===== config.mk =====
export PLATFORM = sky130hd
export DESIGN_NAME = mus_event_stream_parser_core_flat
export DESIGN_NICKNAME = d
export VERILOG_FILES = /design/src/sv/mesp_pkg.sv /design/src/sv/mesp_if.sv /design/src/sv/mesp_parser.sv /design/src/sv/mus_event_stream_parser_core.sv /design/src/flat_wrapper.sv
export SDC_FILE = /design/constraint.sdc
export NUM_CORES = 1
export LEC_CHECK = 0
export BUFFER_PORTS_ARGS = -buffer_cell sky130_fd_sc_hd__buf_4
export CAP_MARGIN = 20
export CELL_PAD_IN_SITES_DETAIL_PLACEMENT = 1
export CELL_PAD_IN_SITES_GLOBAL_PLACEMENT = 2
export CORE_ASPECT_RATIO = 1.2
export CORE_UTILIZATION = 40
export CTS_BUF_LIST = sky130_fd_sc_hd__clkbuf_2
export DETAILED_ROUTE_END_ITERATION = 12
export PLACE_DENSITY = 0.91
export SYNTH_ARGS = -nofsm -noshare
export SYNTH_HDL_FRONTEND = slang
export SYNTH_SLANG_ARGS = --single-unit

===== constraint.sdc =====
create_clock -name clk -period 3.7 [get_ports clk]
set_input_delay 0.74 -clock clk [delete_from_list [all_inputs] [get_ports clk]]
set_output_delay 0.74 -clock clk [all_outputs]
set_load 0.03 [all_outputs]

===== src/sv/mesp_pkg.sv =====
// ----------------------------------------------------------------------------
// mesp_pkg
// Shared types and codes of the music event stream parser.
// ----------------------------------------------------------------------------
package mesp_pkg;

	localparam int DELAY_FIELD_W = 28;
	localparam logic [31:0] DELAY_FIELD_MAX = 32'h0FFF_FFFF;

	localparam logic [2:0] KIND_RELEASE    = 3'd0;
	localparam logic [2:0] KIND_PLAY       = 3'd1;
	localparam logic [2:0] KIND_BEND       = 3'd2;
	localparam logic [2:0] KIND_SYSTEM     = 3'd3;
	localparam logic [2:0] KIND_CONTROLLER = 3'd4;
	localparam logic [2:0] KIND_SCORE_END  = 3'd5;
	localparam logic [2:0] KIND_DELAY      = 3'd6;
	localparam logic [2:0] KIND_STOP       = 3'd7;

	localparam logic [2:0] TYPE_RELEASE    = 3'd0;
	localparam logic [2:0] TYPE_PLAY       = 3'd1;
	localparam logic [2:0] TYPE_BEND       = 3'd2;
	localparam logic [2:0] TYPE_SYSTEM     = 3'd3;
	localparam logic [2:0] TYPE_CONTROLLER = 3'd4;
	localparam logic [2:0] TYPE_BAD_A      = 3'd5;
	localparam logic [2:0] TYPE_SCORE_END  = 3'd6;
	localparam logic [2:0] TYPE_BAD_B      = 3'd7;

	typedef struct packed {
		logic [2:0]               event_kind;
		logic [3:0]               channel;
		logic [6:0]               note;
		logic                     volume_present;
		logic [6:0]               volume;
		logic [6:0]               controller_number;
		logic [7:0]               event_value;
		logic [DELAY_FIELD_W-1:0] delay_ticks;
		logic                     stream_stopped;
	} res_t;

endpackage


===== src/sv/mesp_if.sv =====
// ----------------------------------------------------------------------------
// mesp_if
// Valid/ready channels of the parser: the byte stream and the event results.
// ----------------------------------------------------------------------------
interface mesp_byte_if;
	logic       valid;
	logic       ready;
	logic [7:0] data_byte;

	modport source (output valid, output data_byte, input ready);
	modport sink (input valid, input data_byte, output ready);
endinterface

interface mesp_event_if;
	logic                                valid;
	logic                                ready;
	logic [2:0]                          event_kind;
	logic [3:0]                          channel;
	logic [6:0]                          note;
	logic                                volume_present;
	logic [6:0]                          volume;
	logic [6:0]                          controller_number;
	logic [7:0]                          event_value;
	logic [mesp_pkg::DELAY_FIELD_W-1:0]  delay_ticks;
	logic                                stream_stopped;

	modport source (output valid, output event_kind, output channel, output note,
		output volume_present, output volume, output controller_number,
		output event_value, output delay_ticks, output stream_stopped, input ready);
	modport sink (input valid, input event_kind, input channel, input note,
		input volume_present, input volume, input controller_number,
		input event_value, input delay_ticks, input stream_stopped, output ready);
endinterface


===== src/sv/mesp_parser.sv =====
// ----------------------------------------------------------------------------
// mesp_parser
// Parse state machine: decodes one byte per step and builds the result.
// ----------------------------------------------------------------------------
module mesp_parser #(
	parameter int DELAY_BITS = 28
) (
	input  logic            clk,
	input  logic            arst_n,
	input  logic            step,
	input  logic [7:0]      data_byte,
	input  logic            loop_enable,
	output logic            has_result,
	output mesp_pkg::res_t  result
);

	localparam logic [2:0] PH_STATUS  = 3'd0;
	localparam logic [2:0] PH_PAYLOAD = 3'd1;
	localparam logic [2:0] PH_VOLUME  = 3'd2;
	localparam logic [2:0] PH_CTRLVAL = 3'd3;
	localparam logic [2:0] PH_DELAY   = 3'd4;

	logic [2:0]            phase_q, phase_d;
	logic [2:0]            type_q, type_d;
	logic [3:0]            chan_q, chan_d;
	logic                  last_q, last_d;
	logic [6:0]            first_q, first_d;
	logic [DELAY_BITS-1:0] accum_q, accum_d;
	logic                  stopped_q, stopped_d;

	logic [DELAY_BITS+6:0] accum_wide;
	logic [DELAY_BITS-1:0] accum_grown;
	logic [31:0]           accum_ext;
	logic [2:0]            status_type;

	assign status_type = data_byte[6:4];
	assign accum_wide  = {accum_q, data_byte[6:0]};
	assign accum_grown = (accum_q[DELAY_BITS-1:DELAY_BITS-7] != 7'd0) ?
		{DELAY_BITS{1'b1}} : accum_wide[DELAY_BITS-1:0];
	assign accum_ext   = 32'(accum_grown);

	always_comb begin
		phase_d    = phase_q;
		type_d     = type_q;
		chan_d     = chan_q;
		last_d     = last_q;
		first_d    = first_q;
		accum_d    = accum_q;
		stopped_d  = stopped_q;
		has_result = 1'b0;
		result     = '0;
		if (!stopped_q) begin
			case (phase_q)
				PH_STATUS: begin
					result.channel = data_byte[3:0];
					if (status_type == mesp_pkg::TYPE_SCORE_END) begin
						has_result            = 1'b1;
						result.event_kind     = mesp_pkg::KIND_SCORE_END;
						result.stream_stopped = !loop_enable;
						stopped_d             = !loop_enable;
					end else if (status_type == mesp_pkg::TYPE_BAD_A ||
							status_type == mesp_pkg::TYPE_BAD_B) begin
						has_result            = 1'b1;
						result.event_kind     = mesp_pkg::KIND_STOP;
						result.stream_stopped = 1'b1;
						stopped_d             = 1'b1;
					end else begin
						type_d  = status_type;
						chan_d  = data_byte[3:0];
						last_d  = data_byte[7];
						phase_d = PH_PAYLOAD;
					end
				end
				PH_PAYLOAD: begin
					result.channel = chan_q;
					case (type_q)
						mesp_pkg::TYPE_RELEASE: begin
							has_result        = 1'b1;
							result.event_kind = mesp_pkg::KIND_RELEASE;
							result.note       = data_byte[6:0];
						end
						mesp_pkg::TYPE_PLAY: begin
							if (data_byte[7]) begin
								first_d = data_byte[6:0];
							end else begin
								has_result        = 1'b1;
								result.event_kind = mesp_pkg::KIND_PLAY;
								result.note       = data_byte[6:0];
							end
						end
						mesp_pkg::TYPE_BEND: begin
							has_result         = 1'b1;
							result.event_kind  = mesp_pkg::KIND_BEND;
							result.event_value = data_byte;
						end
						mesp_pkg::TYPE_SYSTEM: begin
							has_result               = 1'b1;
							result.event_kind        = mesp_pkg::KIND_SYSTEM;
							result.controller_number = data_byte[6:0];
						end
						default: begin
							first_d = data_byte[6:0];
						end
					endcase
					if (!has_result) begin
						phase_d = (type_q == mesp_pkg::TYPE_PLAY) ? PH_VOLUME : PH_CTRLVAL;
					end
				end
				PH_VOLUME: begin
					has_result            = 1'b1;
					result.event_kind     = mesp_pkg::KIND_PLAY;
					result.channel        = chan_q;
					result.note           = first_q;
					result.volume_present = 1'b1;
					result.volume         = data_byte[6:0];
				end
				PH_CTRLVAL: begin
					has_result               = 1'b1;
					result.event_kind        = mesp_pkg::KIND_CONTROLLER;
					result.channel           = chan_q;
					result.controller_number = first_q;
					result.event_value       = {1'b0, data_byte[6:0]};
				end
				PH_DELAY: begin
					accum_d = accum_grown;
					if (!data_byte[7]) begin
						has_result         = 1'b1;
						result.event_kind  = mesp_pkg::KIND_DELAY;
						result.delay_ticks = (accum_ext > mesp_pkg::DELAY_FIELD_MAX) ?
							{mesp_pkg::DELAY_FIELD_W{1'b1}} :
							accum_ext[mesp_pkg::DELAY_FIELD_W-1:0];
						phase_d            = PH_STATUS;
					end
				end
				default: begin
					phase_d = PH_STATUS;
				end
			endcase
			if (has_result && phase_q != PH_STATUS && phase_q != PH_DELAY) begin
				if (last_q) begin
					accum_d = '0;
					phase_d = PH_DELAY;
				end else begin
					phase_d = PH_STATUS;
				end
			end
		end
	end

	always_ff @(posedge clk or negedge arst_n) begin
		if (!arst_n) begin
			phase_q   <= PH_STATUS;
			type_q    <= '0;
			chan_q    <= '0;
			last_q    <= 1'b0;
			first_q   <= '0;
			accum_q   <= '0;
			stopped_q <= 1'b0;
		end else if (step) begin
			phase_q   <= phase_d;
			type_q    <= type_d;
			chan_q    <= chan_d;
			last_q    <= last_d;
			first_q   <= first_d;
			accum_q   <= accum_d;
			stopped_q <= stopped_d;
		end
	end

endmodule


===== src/sv/mus_event_stream_parser_core.sv =====
// ----------------------------------------------------------------------------
// mus_event_stream_parser_core
// Parses a packed music event byte stream into decoded event transactions.
// ----------------------------------------------------------------------------
// The byte channel takes one data byte per transaction and the event channel
// gives at most one decoded event per byte. A release, bend or system event
// takes two bytes, a controller or a play with volume takes three, and a
// delay takes one byte per 7-bit group.
// Each accepted byte sits in an input register, is decoded by the parse
// state machine and lands in the result register, which drives the event
// channel. Throughput is one byte per cycle while the receiver does not
// stall; the parse state machine is the only loop.
// When the receiver stalls, the result register holds its event and the
// input register still takes one more byte, after which the byte channel
// stalls too. The user must write the loop enable register (cfg_we/cfg_wdata)
// only while the block is idle; the block itself does not enforce this.
// Reset clears the parse state, the stop flag and the loop enable; the block
// takes bytes right after reset. Once stopped, bytes are taken and dropped
// until the next reset.
// ----------------------------------------------------------------------------
module mus_event_stream_parser_core #(
	parameter int DELAY_BITS = 28
) (
	input  logic          clk,
	input  logic          arst_n,
	input  logic          cfg_we,
	input  logic          cfg_wdata,
	mesp_byte_if.sink     bytes,
	mesp_event_if.source  events
);

	logic            loop_en_q;
	logic            valid_s1;
	logic [7:0]      byte_s1;
	logic            advance;
	logic            step;
	logic            has_result;
	mesp_pkg::res_t  result;
	logic            out_valid_q;
	mesp_pkg::res_t  out_q;

	assign advance     = valid_s1 && (!out_valid_q || events.ready);
	assign step        = advance;
	assign bytes.ready = !valid_s1 || advance;

	always_ff @(posedge clk or negedge arst_n) begin
		if (!arst_n) begin
			loop_en_q <= 1'b0;
		end else if (cfg_we) begin
			loop_en_q <= cfg_wdata;
		end
	end

	always_ff @(posedge clk or negedge arst_n) begin
		if (!arst_n) begin
			valid_s1 <= 1'b0;
		end else if (bytes.valid && bytes.ready) begin
			valid_s1 <= 1'b1;
		end else if (advance) begin
			valid_s1 <= 1'b0;
		end
	end

	always_ff @(posedge clk) begin
		if (bytes.valid && bytes.ready) begin
			byte_s1 <= bytes.data_byte;
		end
	end

	mesp_parser #(
		.DELAY_BITS(DELAY_BITS)
	) u_parser (
		.clk        (clk),
		.arst_n     (arst_n),
		.step       (step),
		.data_byte  (byte_s1),
		.loop_enable(loop_en_q),
		.has_result (has_result),
		.result     (result)
	);

	always_ff @(posedge clk or negedge arst_n) begin
		if (!arst_n) begin
			out_valid_q <= 1'b0;
		end else if (step && has_result) begin
			out_valid_q <= 1'b1;
		end else if (events.ready) begin
			out_valid_q <= 1'b0;
		end
	end

	always_ff @(posedge clk) begin
		if (step && has_result) begin
			out_q <= result;
		end
	end

	assign events.valid             = out_valid_q;
	assign events.event_kind        = out_q.event_kind;
	assign events.channel           = out_q.channel;
	assign events.note              = out_q.note;
	assign events.volume_present    = out_q.volume_present;
	assign events.volume            = out_q.volume;
	assign events.controller_number = out_q.controller_number;
	assign events.event_value       = out_q.event_value;
	assign events.delay_ticks       = out_q.delay_ticks;
	assign events.stream_stopped    = out_q.stream_stopped;

`ifndef ASSERT_OFF
	a_stop_kind: assert property (@(posedge clk) disable iff (!arst_n)
		events.valid && events.stream_stopped |->
			events.event_kind == mesp_pkg::KIND_SCORE_END ||
			events.event_kind == mesp_pkg::KIND_STOP)
		else $error("Stopped flag on an event that cannot stop the stream.");

	a_delay_chan: assert property (@(posedge clk) disable iff (!arst_n)
		events.valid && events.event_kind == mesp_pkg::KIND_DELAY |->
			events.channel == 4'd0 && events.note == 7'd0)
		else $error("Delay event carries event fields.");

	a_silent_after_stop: assert property (@(posedge clk) disable iff (!arst_n)
		events.valid && events.ready && events.stream_stopped |=> !events.valid)
		else $error("Event given after the stream stopped.");

	a_step_needs_slot: assert property (@(posedge clk) disable iff (!arst_n)
		step |-> !out_valid_q || events.ready)
		else $error("Result register overwritten while stalled.");
`endif

endmodule

===== src/flat_wrapper.sv =====
// flat-port wrapper written by rule: the top's interface ports become plain ports
module mus_event_stream_parser_core_flat 
#(
	parameter int DELAY_BITS = 28
)
  (clk, arst_n, cfg_we, cfg_wdata, bytes_valid, bytes_data_byte, bytes_ready, events_valid, events_event_kind, events_channel, events_note, events_volume_present, events_volume, events_controller_number, events_event_value, events_delay_ticks, events_stream_stopped, events_ready);
  mesp_byte_if bytes_i ();
  mesp_event_if events_i ();
  input  logic clk;
  input  logic arst_n;
  input  logic cfg_we;
  input  logic cfg_wdata;
  input wire logic [$bits(bytes_i.valid)-1:0] bytes_valid;
  input wire logic [$bits(bytes_i.data_byte)-1:0] bytes_data_byte;
  output wire logic [$bits(bytes_i.ready)-1:0] bytes_ready;
  output wire logic [$bits(events_i.valid)-1:0] events_valid;
  output wire logic [$bits(events_i.event_kind)-1:0] events_event_kind;
  output wire logic [$bits(events_i.channel)-1:0] events_channel;
  output wire logic [$bits(events_i.note)-1:0] events_note;
  output wire logic [$bits(events_i.volume_present)-1:0] events_volume_present;
  output wire logic [$bits(events_i.volume)-1:0] events_volume;
  output wire logic [$bits(events_i.controller_number)-1:0] events_controller_number;
  output wire logic [$bits(events_i.event_value)-1:0] events_event_value;
  output wire logic [$bits(events_i.delay_ticks)-1:0] events_delay_ticks;
  output wire logic [$bits(events_i.stream_stopped)-1:0] events_stream_stopped;
  input wire logic [$bits(events_i.ready)-1:0] events_ready;
  assign bytes_i.valid = bytes_valid;
  assign bytes_i.data_byte = bytes_data_byte;
  assign bytes_ready = bytes_i.ready;
  assign events_valid = events_i.valid;
  assign events_event_kind = events_i.event_kind;
  assign events_channel = events_i.channel;
  assign events_note = events_i.note;
  assign events_volume_present = events_i.volume_present;
  assign events_volume = events_i.volume;
  assign events_controller_number = events_i.controller_number;
  assign events_event_value = events_i.event_value;
  assign events_delay_ticks = events_i.delay_ticks;
  assign events_stream_stopped = events_i.stream_stopped;
  assign events_i.ready = events_ready;
  mus_event_stream_parser_core #(.DELAY_BITS(DELAY_BITS)) u_core (.clk(clk), .arst_n(arst_n), .cfg_we(cfg_we), .cfg_wdata(cfg_wdata), .bytes(bytes_i), .events(events_i));
endmodule

# Word level (Yosys, flattened, before mapping)
# Index checks and enable logic that the tools add are counted.
dict set report totals {
  register_bits 124
  latch_bits 0
  ram_bits 0
  romBits 0
  inputBits 14
  n_memories 0
}
dict set report op_classes {
  n_addsub 0
  multipliers 0
  div_mod_pow 0
  order_cmp 1
  eq_ne 17
  n_shift 0
  n_mux 45
  bitwise_logic 6
  reduce_logical 26
}
# operator n
set ops {}
lappend ops {{$mux 28} 5}
lappend ops {{$pmux 7 s2} 3}
lappend ops {{$pmux 15 s2} 1}
lappend ops {{$gt 28x28->1 const B} 1}
lappend ops {{$mux 3} 9}
lappend ops {{$mux 7} 3}
lappend ops {{$mux 1} 16}
lappend ops {{$mux 8} 2}
lappend ops {{$ne 3x3->1 const B} 5}
lappend ops {{$pmux 3 s5} 1}
lappend ops {{$eq 3x2->1 const B} 4}
lappend ops {{$eq 3x3->1 const B} 4}
lappend ops {{$pmux 3 s4} 1}
lappend ops {{$reduce_and 5->1} 2}
lappend ops {{$reduce_or 3->1} 3}
lappend ops {{$pmux 4 s2} 1}
lappend ops {{$reduce_and 7->1} 1}
lappend ops {{$reduce_bool 7->1} 1}
lappend ops {{$eq 3x1->1 const B} 2}
lappend ops {{$logic_not 3->1} 2}
lappend ops {{$not 1->1} 6}
lappend ops {{$pmux 2 s3} 1}
lappend ops {{$logic_and 1x1->1} 5}
lappend ops {{$ne 2x1->1 const B} 2}
lappend ops {{8 further kinds} 14}

# Depth between registers and ports, before layout
dict set report logic_depth {
  depth_word 11
  mapped_depth 7
  ltp_nobuf 4
}

# Cells and area by module
# A second synthesis with hierarchy kept.
dict set report unflattened {
  hier_cells 394
  area_unflattened_um2 5006.1
}
# module n_inst cells_per_inst area_each_um2 seq_area_each_um2
set by_module_without_submodules {}
lappend by_module_without_submodules {mesp_parser 1 308 2636.3 1176.1}
lappend by_module_without_submodules {mus_event_stream_parser_core 1 86 2369.8 2297.2}

# Worst setup path after synthesis
# No wires, ideal clock.
dict set report synth_path {
  path_type {register to register}
  start {reg u_core.u_parser.phase_q[2]}
  end {reg u_core.out_q, in the netlist u_core.events.channel[0] (enable)}
  setup_ps 436
  arrival_ps 2759
  slack_ps 505
  path_stages_with_launch 5
  path_cell_list {dfrtp_1 > buf_2 > nor3_1 > nor2b_1 > o31a_1}
}
dict set report synth_between {
  elab_chain_len 6
  word_cells_on_any_way 10
  classes_between {eq/ne (4); mux (3); reduce/logical (3)}
}
# item line_no
set synth_rtl {}
lappend synth_rtl {{from (decl)} mesp_parser.sv:23} ;# logic [2:0] phase_q, phase_d;
lappend synth_rtl {{from (signal assigned)} mesp_parser.sv:160} ;# phase_q <= phase_d;
lappend synth_rtl {{$eq 3x2->1} mesp_parser.sv:53} ;# case (phase_q)
lappend synth_rtl {{$reduce_or 2->1 (no line)} --}
lappend synth_rtl {{$pmux 1 s4 *} mesp_parser.sv:53}
lappend synth_rtl {{$mux 1 * (2 in a row)} mesp_parser.sv:52} ;# if (!stopped_q) begin
lappend synth_rtl {{$logic_and 1x1->1 *} mus_event_stream_parser_core.sv:93} ;# if (step && has_result) begin
lappend synth_rtl {{to (signal assigned)} mus_event_stream_parser_core.sv:94} ;# out_q <= result;
lappend synth_rtl {{to (decl)} mus_event_stream_parser_core.sv:40} ;# mesp_pkg::res_t out_q;
# Mark *: on every way between the ends. The rest lies on a longest branch, timed or not. The select of a mux whose other input is x is not followed.
# A chain may end at the register's enable or synchronous reset.

# Final worst setup path
dict set report layout_path {
  start {reg u_core.u_parser.phase_q[1]}
  end {reg u_core.out_q, in the netlist u_core.events.event_value[4] (enable)}
}
# Same word-level chain as after synthesis.

==> results_dict.tcl <==
set metrics [dict create \
    grt-ovfl-total 0 \
    grt_max_degree 51 \
    synth_edf_count 74 \
    crit_required_ns 4.07 \
    synth_cells 359 \
    antenna_found_initial 0 \
    critPathArrivalTime_ns 2.93 \
    fillCellCount 1293 \
    grt_pass1_wl_um 19040 \
    hold_violations 0 \
    post-cts-setup-buffers 0 \
    drt_pre_antenna_iters 4 \
    slew_viol_final 0 \
    die_y_um 125.3 \
    die_area_um2 13110 \
    setup_tns_ns 0 \
    cts_root_buffer "clkbuf_2" \
    viasPerCell 5.389 \
    vias 3282 \
    max_freq_mhz 390.6 \
    power_uw 4363 \
    seq_area_um2 3473 \
    num_rows 44 \
    io_buffers 81 \
    critical_path.top_delay_family "simple AND/OR/NAND/NOR gates" \
    ios 82 \
    synth_warnings 0 \
    slowest_delay_ns 0.62 \
    drive_above_1_share_pct 33.26 \
    multiInputGateArea_um2 1413 \
    drt_first_iter_violations 149 \
    final_design_area_no_fill_um2 6058 \
    cp_num_buf_inv 1 \
    dp_hpwl_um 7716 \
    vdd_drop_max_mv 0.3452 \
    cts_resized 0 \
    status "complete, no violations" \
    syn_nets 373 \
    ys_types 46 \
    syn_avg_cell_area_um2 14.10 \
    antennaDiodeCount 0 \
    nets 449 \
    postCtsHoldBufs 0 \
    async_flop_share_pct 40.32 \
    clock-skew-final_ns 0.03108 \
    start_util_pct 41.43 \
    clkLatencyLatePin_ns 0.70 \
    clock_path_buffers 2 \
    critPathSlowestCell "dfrtp_1" \
    hold_path_class "in2async" \
    core_area_um2 12220 \
    cts_max_level 4 \
    path_clk_slew_ns 0.17 \
    cap_viol_max_count 0 \
    p_leak_uw 0.002474 \
    synthToLayoutAreaGrowth_pct 19.64 \
    drc 0 \
    cts_buffers 17 \
    tightestPinTransition_ns 0.9702 \
    syn_area_um2 5064 \
    grt_usage_pct 19.15 \
    place_area_um2 5753 \
    most-common-layout-cells "buf_4, edfxtp_1, nor2_1" \
    clock-sinks 124 \
    relSlewSlack_pct 35.32 \
    routabilityCongestion 0.8564 \
    final_common_cell "buf_4" \
    fin_cells 609 \
    dp.cells 576 \
    min_period_ns 2.560 \
    start_kind "flip-flop" \
    crit_fanout 50 \
    fin_crit_sh_pct 69.20 \
    synth.ff_latch_count 124 \
    path_cells "nor3_1 > nor2b_1 > o31a_2 > buf_12" \
    die_w_um 104.7 \
    synth_seq_area_share_pct 68.59 \
    rsz0062_at_grt "no" \
    synth-main-ff-cell "edfxtp_1" \
    ant_nets 0 \
    wire_per_inst_um 19.16 \
    cp-end-kind "flip-flop" \
    tritoncts "yes" \
    p_per_area_nw_per_um2 720.1 \
    setup_viol 0 \
    grt_pass1_vias 3537 \
    wl_um 11670 \
    critical_path_class "reg2reg" \
]
==> synthesized netlist by cell type (all sizes together) (2+ instances only) <==
cell type	instances	area, um^2
o221a	28	315.3
nor3b	2	15.01
a21o	2	15.01
inv	5	18.77
nand2b	4	40.04
a32oi	2	17.52
edfxtp	74	2222
nor3	7	50.05
o31a	2	17.52
buf	18	118.9
nand3b	2	18.77
clkbuf	10	37.54
a22o	13	113.9
a311oi	2	17.52
nand2	8	30.03
o21ai	9	45.04
or2	2	12.51
nor2b	4	25.02
mux2	15	168.9
or3	2	12.51
a21oi	8	40.04
and3	2	12.51
nor4	4	25.02
nor2	62	245.2
and2	13	81.33
dfrtp	50	1251
==> cell type report <==
type                            instances  share of cell area (%)
Clock buffer                           18                   1.487
Timing Repair Buffer                   85                   10.86
Multi-Input combinational cell        201                   23.32
Tap cell                              161                   3.325
Sequential cell                       124                   57.33
Inverter                                6                  0.3717
Clock inverter                         14                   3.304
==> worst register-to-register path: stages, from the launching register on <==
cell	delay, ns
dfrtp_1	0.62
nor3_1	0.44
nor2b_1	0.36
o31a_2	0.48
buf_12	0.31
==> cells by family after synthesis <==
group	share of synthesized area (%)
mux	3.533
flops	68.59
buf+inv	3.534
simple gates	11.61
compound gates	12.73
==> worst paths after layout <==
path,cells after the start,endpoint,start,slack (ns)
worst max-delay path,4,u_core.events.event_value[4]$_SDFFCE_PP0P_,u_core.u_parser.phase_q[1]$_DFFE_PN0P_,1.14
worst min-delay path,1,u_core.u_parser.accum_q[8]$_DFFE_PN0P_,arst_n,0.06
worst max register to register,4,u_core.events.event_value[4]$_SDFFCE_PP0P_,u_core.u_parser.phase_q[1]$_DFFE_PN0P_,1.14
worst min register to register,1,u_core.u_parser.chan_q[0]$_DFFE_PN0P_,u_core.u_parser.chan_q[0]$_DFFE_PN0P_,0.54
max in group asynchronous,1,u_core.u_parser.accum_q[19]$_DFFE_PN0P_,arst_n,3.18
min in group clk,1,u_core.byte_s1[1]$_DFFE_PP_,bytes_data_byte[1],0.20
==> flip-flops by register name, indices dropped and copies added, names as in the netlist, 3 cells and up <==
| name | count |
|---|---|
| u_core.byte_s1 | 8 |
| u_core.events.channel | 4 |
| u_core.events.controller_number | 7 |
| u_core.events.delay_ticks | 28 |
| u_core.events.event_kind | 3 |
| u_core.events.event_value | 8 |
| u_core.events.note | 7 |
| u_core.events.volume | 7 |
| u_core.u_parser.accum_q | 28 |
| u_core.u_parser.chan_q | 4 |
| u_core.u_parser.first_q | 7 |
| u_core.u_parser.phase_q | 3 |
| u_core.u_parser.type_q | 3 |
==> metrics by stage <==
step | setup WS, ns | hold slack, ns | utilization, %
detailed placement | 1.168 | 0.4948 | 47.07
global route | 0.9117 | 0.04193 | 49.57
global placement | 1.324 | 0.4831 | 47.07
floorplan | 0.5049 | 0.4444 | -
CTS | 1.117 | 0.01355 | 49.45
finish | 1.140 | 0.05908 | 49.57
==> power by group <==
part / internal [uW] / leakage (uW) / switching [uW]
sequential: 1820 / 0.00133 / 303
clock: 505 / 0.000166 / 497
combinational: 495 / 0.000975 / 746
==> metal layers <==
metal  part of all wire (%)  vias to the layer above  routed length (um)  track usage [%]
li1                       -                     1487                   -                -
met1                     40                     1679                4643            22.19
met2                     53                       90                6223            33.31
met3                    4.4                       26                 513            4.432
met4                    2.5                        0                 290            9.362
met5                      0                        -                   0                0
Note: power is estimated with default switching activity, not from simulation.
